File: config.mk
export PLATFORM = sky130hd
export DESIGN_NAME = button_debounce_long_press_stepper
export DESIGN_NICKNAME = d
export VERILOG_FILES = /design/src/sv/bdlp_pkg.sv /design/src/sv/bdlp_step.sv /design/src/sv/button_debounce_long_press_stepper.sv
export SDC_FILE = /design/constraint.sdc
export NUM_CORES = 1
export LEC_CHECK = 0
export BUFFER_PORTS_ARGS = -buffer_cell sky130_fd_sc_hd__buf_2
export CAP_MARGIN = 25
export CELL_PAD_IN_SITES_DETAIL_PLACEMENT = 0
export CELL_PAD_IN_SITES_GLOBAL_PLACEMENT = 1
export CORE_ASPECT_RATIO = 0.5
export CORE_UTILIZATION = 52
export CTS_CLUSTER_SIZE = 28
export DETAILED_ROUTE_END_ITERATION = 8
export GPL_TIMING_DRIVEN = 1
export PLACE_DENSITY_LB_ADDON = 0.1
export SYNTH_ARGS = -nofsm -noshare
export SYNTH_HDL_FRONTEND = slang
export SYNTH_SLANG_ARGS = --single-unit
File: constraint.sdc
create_clock -name clk -period 7.93 [get_ports clk]
set_input_delay 0 -clock clk [delete_from_list [all_inputs] [get_ports clk]]
set_output_delay 0 -clock clk [all_outputs]
set_load 0.01 [all_outputs]
File: src/sv/bdlp_pkg.sv
`default_nettype none

package bdlp_pkg;

    localparam int unsigned VALUE_W   = 16;
    localparam int unsigned ELAPSED_W = 17;
    localparam int unsigned CFG_IDX_W = 3;
    localparam int unsigned CFG_DATA_W = 16;

    localparam logic [ELAPSED_W-1:0] ELAPSED_MAX = {ELAPSED_W{1'b1}};

    // Press phase codes
    localparam logic [1:0] PH_IDLE  = 2'd0;
    localparam logic [1:0] PH_DEB   = 2'd1;
    localparam logic [1:0] PH_SHORT = 2'd2;
    localparam logic [1:0] PH_LONG  = 2'd3;

    // Step direction codes
    localparam logic [1:0] DIR_NONE = 2'd0;
    localparam logic [1:0] DIR_INC  = 2'd1;
    localparam logic [1:0] DIR_DEC  = 2'd2;

    // Register indexes
    localparam logic [CFG_IDX_W-1:0] REG_ACTIVE_LOW     = 3'd0;
    localparam logic [CFG_IDX_W-1:0] REG_DEBOUNCE_TICKS = 3'd1;
    localparam logic [CFG_IDX_W-1:0] REG_LONG_TICKS     = 3'd2;
    localparam logic [CFG_IDX_W-1:0] REG_STEP_DIRECTION = 3'd3;
    localparam logic [CFG_IDX_W-1:0] REG_VALUE_MAX      = 3'd4;
    localparam logic [CFG_IDX_W-1:0] REG_STEP_SIZE      = 3'd5;
    localparam logic [CFG_IDX_W-1:0] REG_WRAP_ENABLE    = 3'd6;

    // Stepper settings handed to the step unit
    typedef struct packed {
        logic [1:0]         step_direction;
        logic [VALUE_W-1:0] value_max;
        logic [VALUE_W-1:0] step_size;
        logic               wrap_enable;
    } step_cfg_t;

endpackage

`default_nettype wire

File: src/sv/bdlp_step.sv
`default_nettype none

// Value stepper: one add or subtract with wrap or clamp at the limits
module bdlp_step (
    input  wire bdlp_pkg::step_cfg_t              cfg,
    input  wire                                   fire,
    input  wire logic [bdlp_pkg::VALUE_W-1:0]     value,
    output logic      [bdlp_pkg::VALUE_W-1:0]     new_value,
    output logic                                  changed
);

    logic [bdlp_pkg::VALUE_W:0]   sum;
    logic [bdlp_pkg::VALUE_W-1:0] inc_value;
    logic [bdlp_pkg::VALUE_W-1:0] dec_value;

    // Increment at full width, then limit check
    assign sum = {1'b0, value} + {1'b0, cfg.step_size};

    always_comb
    begin
        if (sum > {1'b0, cfg.value_max})
            inc_value = cfg.wrap_enable ? '0 : cfg.value_max;
        else
            inc_value = sum[bdlp_pkg::VALUE_W-1:0];
    end

    // Decrement clamps at zero; zero itself wraps to the maximum if enabled
    always_comb
    begin
        if (value != '0)
            dec_value = (value >= cfg.step_size) ? (value - cfg.step_size) : '0;
        else
            dec_value = cfg.wrap_enable ? cfg.value_max : '0;
    end

    always_comb
    begin
        new_value = value;
        changed   = 1'b0;
        if (fire)
        begin
            unique case (cfg.step_direction)
                bdlp_pkg::DIR_INC:
                begin
                    new_value = inc_value;
                    changed   = 1'b1;
                end
                bdlp_pkg::DIR_DEC:
                begin
                    new_value = dec_value;
                    changed   = 1'b1;
                end
                default:
                begin
                    new_value = value;
                    changed   = 1'b0;
                end
            endcase
        end
    end

endmodule

`default_nettype wire

File: src/sv/button_debounce_long_press_stepper.sv
// A request accepted into the input register moves on to the result register,
// which then holds its result on the outputs.
// Throughput: one request per cycle when not stalled; the press state updates
// as each request leaves the input register, so requests run back to back.
// Reset (rst_n low, asynchronous): press machine idle, counter and flags
// cleared, stepper armed, both pipeline stages empty, registers at defaults.
`default_nettype none

module button_debounce_long_press_stepper (
    input  wire                                    clk,
    input  wire                                    rst_n,
    // Request channel
    input  wire                                    in_valid,
    output logic                                   in_stall,
    input  wire                                    pin_level,
    input  wire logic [bdlp_pkg::VALUE_W-1:0]      current_value,
    // Result channel
    output logic                                   out_valid,
    input  wire                                    out_stall,
    output logic                                   short_press,
    output logic                                   long_press,
    output logic      [bdlp_pkg::VALUE_W-1:0]      new_value,
    output logic                                   value_changed,
    // Configuration
    input  wire                                    cfg_we,
    input  wire logic [bdlp_pkg::CFG_IDX_W-1:0]    cfg_index,
    input  wire logic [bdlp_pkg::CFG_DATA_W-1:0]   cfg_data
);

    // Configuration registers
    logic                           active_low_reg;
    logic [bdlp_pkg::VALUE_W-1:0]   debounce_ticks_reg;
    logic [bdlp_pkg::VALUE_W-1:0]   long_ticks_reg;
    bdlp_pkg::step_cfg_t            step_cfg_reg;

    // Input stage
    logic                           s1_valid_reg;
    logic                           s1_pin_reg;
    logic [bdlp_pkg::VALUE_W-1:0]   s1_value_reg;

    // Press state
    logic [1:0]                     phase_reg, phase_next;
    logic [bdlp_pkg::ELAPSED_W-1:0] elapsed_reg, elapsed_next;
    logic                           short_reg, short_next;
    logic                           long_reg, long_next;
    logic                           wait_reg, wait_next;

    // Result stage
    logic                           out_valid_reg;
    logic                           out_short_reg;
    logic                           out_long_reg;
    logic [bdlp_pkg::VALUE_W-1:0]   out_value_reg;
    logic                           out_changed_reg;

    logic                           out_adv;
    logic                           s1_adv;
    logic                           in_take;
    logic                           pressed;
    logic [bdlp_pkg::ELAPSED_W-1:0] elapsed_inc;
    logic                           step_fire;
    logic [bdlp_pkg::VALUE_W-1:0]   step_value;
    logic                           step_changed;

    // Handshake: result register frees when empty or taken
    assign out_adv  = !out_valid_reg || !out_stall;
    assign s1_adv   = s1_valid_reg && out_adv;
    assign in_stall = s1_valid_reg && !out_adv;
    assign in_take  = in_valid && !in_stall;

    // Configuration writes
    always_ff @(posedge clk or negedge rst_n)
    begin
        if (!rst_n)
        begin
            active_low_reg              <= 1'b0;
            debounce_ticks_reg          <= 16'd50;
            long_ticks_reg              <= 16'd1000;
            step_cfg_reg.step_direction <= bdlp_pkg::DIR_NONE;
            step_cfg_reg.value_max      <= 16'hFFFF;
            step_cfg_reg.step_size      <= 16'd1;
            step_cfg_reg.wrap_enable    <= 1'b0;
        end
        else if (cfg_we)
        begin
            unique case (cfg_index)
                bdlp_pkg::REG_ACTIVE_LOW:     active_low_reg <= cfg_data[0];
                bdlp_pkg::REG_DEBOUNCE_TICKS: debounce_ticks_reg <= cfg_data;
                bdlp_pkg::REG_LONG_TICKS:     long_ticks_reg <= cfg_data;
                bdlp_pkg::REG_STEP_DIRECTION: step_cfg_reg.step_direction <= cfg_data[1:0];
                bdlp_pkg::REG_VALUE_MAX:      step_cfg_reg.value_max <= cfg_data;
                bdlp_pkg::REG_STEP_SIZE:      step_cfg_reg.step_size <= cfg_data;
                bdlp_pkg::REG_WRAP_ENABLE:    step_cfg_reg.wrap_enable <= cfg_data[0];
                default:
                begin
                end
            endcase
        end
    end

    // Input register
    always_ff @(posedge clk or negedge rst_n)
    begin
        if (!rst_n)
            s1_valid_reg <= 1'b0;
        else if (in_take)
            s1_valid_reg <= 1'b1;
        else if (out_adv)
            s1_valid_reg <= 1'b0;
    end

    always_ff @(posedge clk)
    begin
        if (in_take)
        begin
            s1_pin_reg   <= pin_level;
            s1_value_reg <= current_value;
        end
    end

    // Press phase machine
    assign pressed     = active_low_reg ? !s1_pin_reg : s1_pin_reg;
    assign elapsed_inc = (elapsed_reg == bdlp_pkg::ELAPSED_MAX) ? elapsed_reg
                                                                : elapsed_reg + 1'b1;

    always_comb
    begin
        phase_next   = phase_reg;
        elapsed_next = elapsed_reg;
        short_next   = short_reg;
        long_next    = long_reg;
        if (!pressed)
        begin
            phase_next = bdlp_pkg::PH_IDLE;
            short_next = 1'b0;
            long_next  = 1'b0;
        end
        else
        begin
            unique case (phase_reg)
                bdlp_pkg::PH_IDLE:
                begin
                    short_next   = 1'b0;
                    long_next    = 1'b0;
                    elapsed_next = '0;
                    phase_next   = bdlp_pkg::PH_DEB;
                end
                bdlp_pkg::PH_DEB:
                begin
                    elapsed_next = elapsed_inc;
                    if (elapsed_inc > {1'b0, debounce_ticks_reg})
                    begin
                        short_next   = 1'b1;
                        elapsed_next = '0;
                        phase_next   = bdlp_pkg::PH_SHORT;
                    end
                end
                bdlp_pkg::PH_SHORT:
                begin
                    elapsed_next = elapsed_inc;
                    if (elapsed_inc > {1'b0, long_ticks_reg})
                    begin
                        long_next  = 1'b1;
                        phase_next = bdlp_pkg::PH_LONG;
                    end
                end
                bdlp_pkg::PH_LONG:
                begin
                    phase_next = bdlp_pkg::PH_LONG;
                end
                default:
                begin
                    phase_next = bdlp_pkg::PH_IDLE;
                end
            endcase
        end
    end

    // Stepper arming: one step on the first tick with the short flag set,
    // rearmed once the flag drops
    assign step_fire = !wait_reg && short_next;
    assign wait_next = short_next;

    bdlp_step u_step (
        .cfg       (step_cfg_reg),
        .fire      (step_fire),
        .value     (s1_value_reg),
        .new_value (step_value),
        .changed   (step_changed)
    );

    // State update as each request leaves the input register
    always_ff @(posedge clk or negedge rst_n)
    begin
        if (!rst_n)
        begin
            phase_reg   <= bdlp_pkg::PH_IDLE;
            elapsed_reg <= '0;
            short_reg   <= 1'b0;
            long_reg    <= 1'b0;
            wait_reg    <= 1'b0;
        end
        else if (s1_adv)
        begin
            phase_reg   <= phase_next;
            elapsed_reg <= elapsed_next;
            short_reg   <= short_next;
            long_reg    <= long_next;
            wait_reg    <= wait_next;
        end
    end

    // Result register
    always_ff @(posedge clk or negedge rst_n)
    begin
        if (!rst_n)
            out_valid_reg <= 1'b0;
        else if (out_adv)
            out_valid_reg <= s1_valid_reg;
    end

    always_ff @(posedge clk)
    begin
        if (s1_adv)
        begin
            out_short_reg   <= short_next;
            out_long_reg    <= long_next;
            out_value_reg   <= step_value;
            out_changed_reg <= step_changed;
        end
    end

    assign out_valid     = out_valid_reg;
    assign short_press   = out_short_reg;
    assign long_press    = out_long_reg;
    assign new_value     = out_value_reg;
    assign value_changed = out_changed_reg;

endmodule

`default_nettype wire

==> reports/results.tsv <==
metric	value	unit
syn_nets	1071	
synthAdderAreaFrac	13.1	%
antenna_left	0	
cts_resized	0	
fp.dieH	93.9	µm
dp_hpwl	18500	µm
cts_setup_buffers	0	
clk_latency	0.43	ns
die-area	0.0174	mm²
synth.cell_area	0.00878	mm²
worstPathArrival	5.46	ns
start_util	53.4	%
worstPathMaxFanout	20	
wire_per_inst	19.3	µm
nets	1158	
final_max_slew_viol_count	0	
ys_warn_count	0	
cap_violations	0	
place.gp.congestion	0.904	
cts_sinks	127	
h-tree-depth	4	
critPathCaptureType	flop	
yosys.area_share.simple	14.9	%
vias	7336	
worst_pin_slew	0.992	ns
synth_ff_type	dfrtp_1	
cts_root_buffer	clkbuf_16	
pin_count	62	
setup_ws	2.62	ns
async_reset_ff_share	71.7	%
vdd_drop_max	0.201	mV
area.growth.synth_to_final	17.0	%
synth.area.mux_share	5.32	%
hold_violations	0	
avgSynthCellArea	9.35	µm²
outcome	completed	
cts_tree	done	
ys_seq_elements	127	
grt_first_pass_wirelength	38400	µm
port-buffer-count	61	
synth.distinct_cells	69	
worst_setup_path_start_kind	flop	
drcViolationCount	0	
relSlewSlack	33.8	%
ys_seq_area_share	38.6	%
cts.clk_slew.worst_paths	0.07	ns
timing_worst_setup_path_type	flop to flop	
vias_per_cell	5.79	
synth_edf_count	36	
synth_compound_area_share	18.1	%
hp-class	primary input to flop	
fin_util	62.5	%
coreArea	0.0164	mm²
antennaDiodeCount	0	
antenna_found_initial	0	
die_w	186	µm
synth_top_family_by_area	compound AO/OA/AOI/OAI gates	
rsz0062_at_grt	no	
skew	0.00989	ns
wl	24400	µm
finalSetupTns	0	ns
placedCellCount	1195	
synthCells	939	
numCtsBuffers	17	
r2r_cells	19	
setup_viol	0	
powerDensity	273	mW/mm²
period_share	67.0	%
rows	33	
dpl_worst_slack	2.72	ns
ctsHoldBuffers	38	
first_pass_iters	5	
drive_gt1_share	16.3	%
layout_min_cycle_time	5.31	ns
hold_depth	4	
largest_reg_flops	35	
clock.fmax	188	MHz
synth_xor_area_share	3.89	%
grt_overflow	0	
grtUsageTotal	29.7	%
grt_pass1_vias	7004	
crit_required	8.08	ns
grt_max_degree	58	
final_cells	1266	
cts_buffer_depth	2	
first_iter_violations	615	
p_leak	4.63	nW
-- routing by layer --
| metal | global-route usage [%] | vias up | share of wire [%] |
|---|---|---|---|
| met3 | 5.70 | 21 | 6.6 |
| met1 | 45.0 | 3557 | 51 |
| met2 | 43.1 | 213 | 42 |
| met4 | 6.69 | 0 | 1.1 |
| met5 | 0 | - | 0 |
| li1 | - | 3545 | - |
-- kinds of logic after synthesis --
family,Yosys count
adders and majority gates,91
muxes,43
xor gates and xnor gates,39
AOI/OAI and AO/OA,244
buffers and inverters,135
and+or+nand+nor,260
DFF,127
-- cell usage in the layout, fill, tap and decap left out, types with 13 or more instances in the layout --
master         count
buf_2             60
nor3_1            13
dfstp_2           26
mux2i_1           17
clkbuf_16         18
dfrtp_1           65
a31oi_1           20
nor2_1            44
xnor2_1           24
dlygate4sd3_1     38
inv_1             93
mux2_2            24
ha_1              89
nand2_1           90
edfxtp_1          36
nand4_1           17
a21o_1            14
xor2_1            15
o21ai_0           85
nand3_1           20
a21oi_1           38
-- cells in the mapped netlist (all sizes together), types with 4 or more instances --
cell / number / share of area [%]
a211oi: 4 / 0.34
a21o: 14 / 1.2
a21oi: 38 / 2.2
a221oi: 4 / 0.40
a22o: 6 / 0.60
a22oi: 8 / 0.68
a31oi: 20 / 1.4
a32o: 8 / 0.91
and2: 4 / 0.29
and3: 12 / 0.86
buf: 11 / 0.68
clkbuf: 30 / 1.3
dfrtp: 65 / 19
dfstp: 26 / 7.8
edfxtp: 36 / 12
ha: 89 / 13
inv: 94 / 4.0
mux2: 26 / 3.4
mux2i: 17 / 1.9
nand2: 90 / 3.8
nand2b: 8 / 0.57
nand3: 20 / 1.1
nand4: 17 / 1.2
nor2: 45 / 2.0
nor2b: 11 / 0.78
nor3: 14 / 0.80
nor3b: 8 / 0.68
nor4: 11 / 1.1
o21a: 10 / 0.86
o21ai: 89 / 5.1
o21bai: 8 / 0.73
o311ai: 4 / 0.48
or2: 4 / 0.29
or3: 4 / 0.29
xnor2: 24 / 2.4
xor2: 15 / 1.5
-- report_power, final --
group	internal (mW)	switching, mW
logic	0.447	0.694
registers	0.793	0.0773
clock network	0.461	0.333
total	1.70	1.10
-- metrics by stage --
step / power, mW / instance area [µm²] / hold slack, ns
after floorplan: 1.65 / 8780 / -0.296
after global placement: 1.95 / 9270 / -0.0100
after detailed placement: 1.97 / 9290 / -0.00220
after CTS: 2.78 / 10300 / 0.000227
after global routing: 2.98 / 10300 / 0.0259
final: 2.81 / 10300 / 0.00624
-- worst max-delay path: stages, from the launching register on --
cell     delay [ns]
dfrtp_1        0.43
ha_1           0.25
and3_1         0.21
nand3_1        0.20
nor4_4         0.12
nor4_1         0.65
and2_0         0.36
nand2_1        0.13
xnor2_1        0.18
ha_1           0.31
nand2_1        0.08
nor4_1         0.35
a41oi_1        0.23
o211a_1        0.25
o21ai_1        0.10
buf_4          0.31
inv_2          0.18
and2_1         0.31
a22oi_1        0.22
o21ai_0        0.15
-- worst paths after layout --
path,start,end,slack (ns)
worst max-delay path,elapsed_reg[0],new_value[11],2.62
worst min-delay path,cfg_index[2],step_cfg_reg[0],0.006
worst max register to register,elapsed_reg[0],new_value[11],2.62
worst min register to register,s1_valid_reg,out_valid,0.48
max in group asynchronous,rst_n,step_cfg_reg[2],6.71
min in group asynchronous,rst_n,step_cfg_reg[12],0.08
-- final cells by class --
type	instances	area (µm²)
clock buffer	18	450
inverter	94	353
multi-input combinational	677	4880
clock inverter	14	140
timing repair buffer	109	778
tap	227	284
sequential	127	3390
fill	1482	6160
No activity file was read; power rests on OpenSTA's default activity.
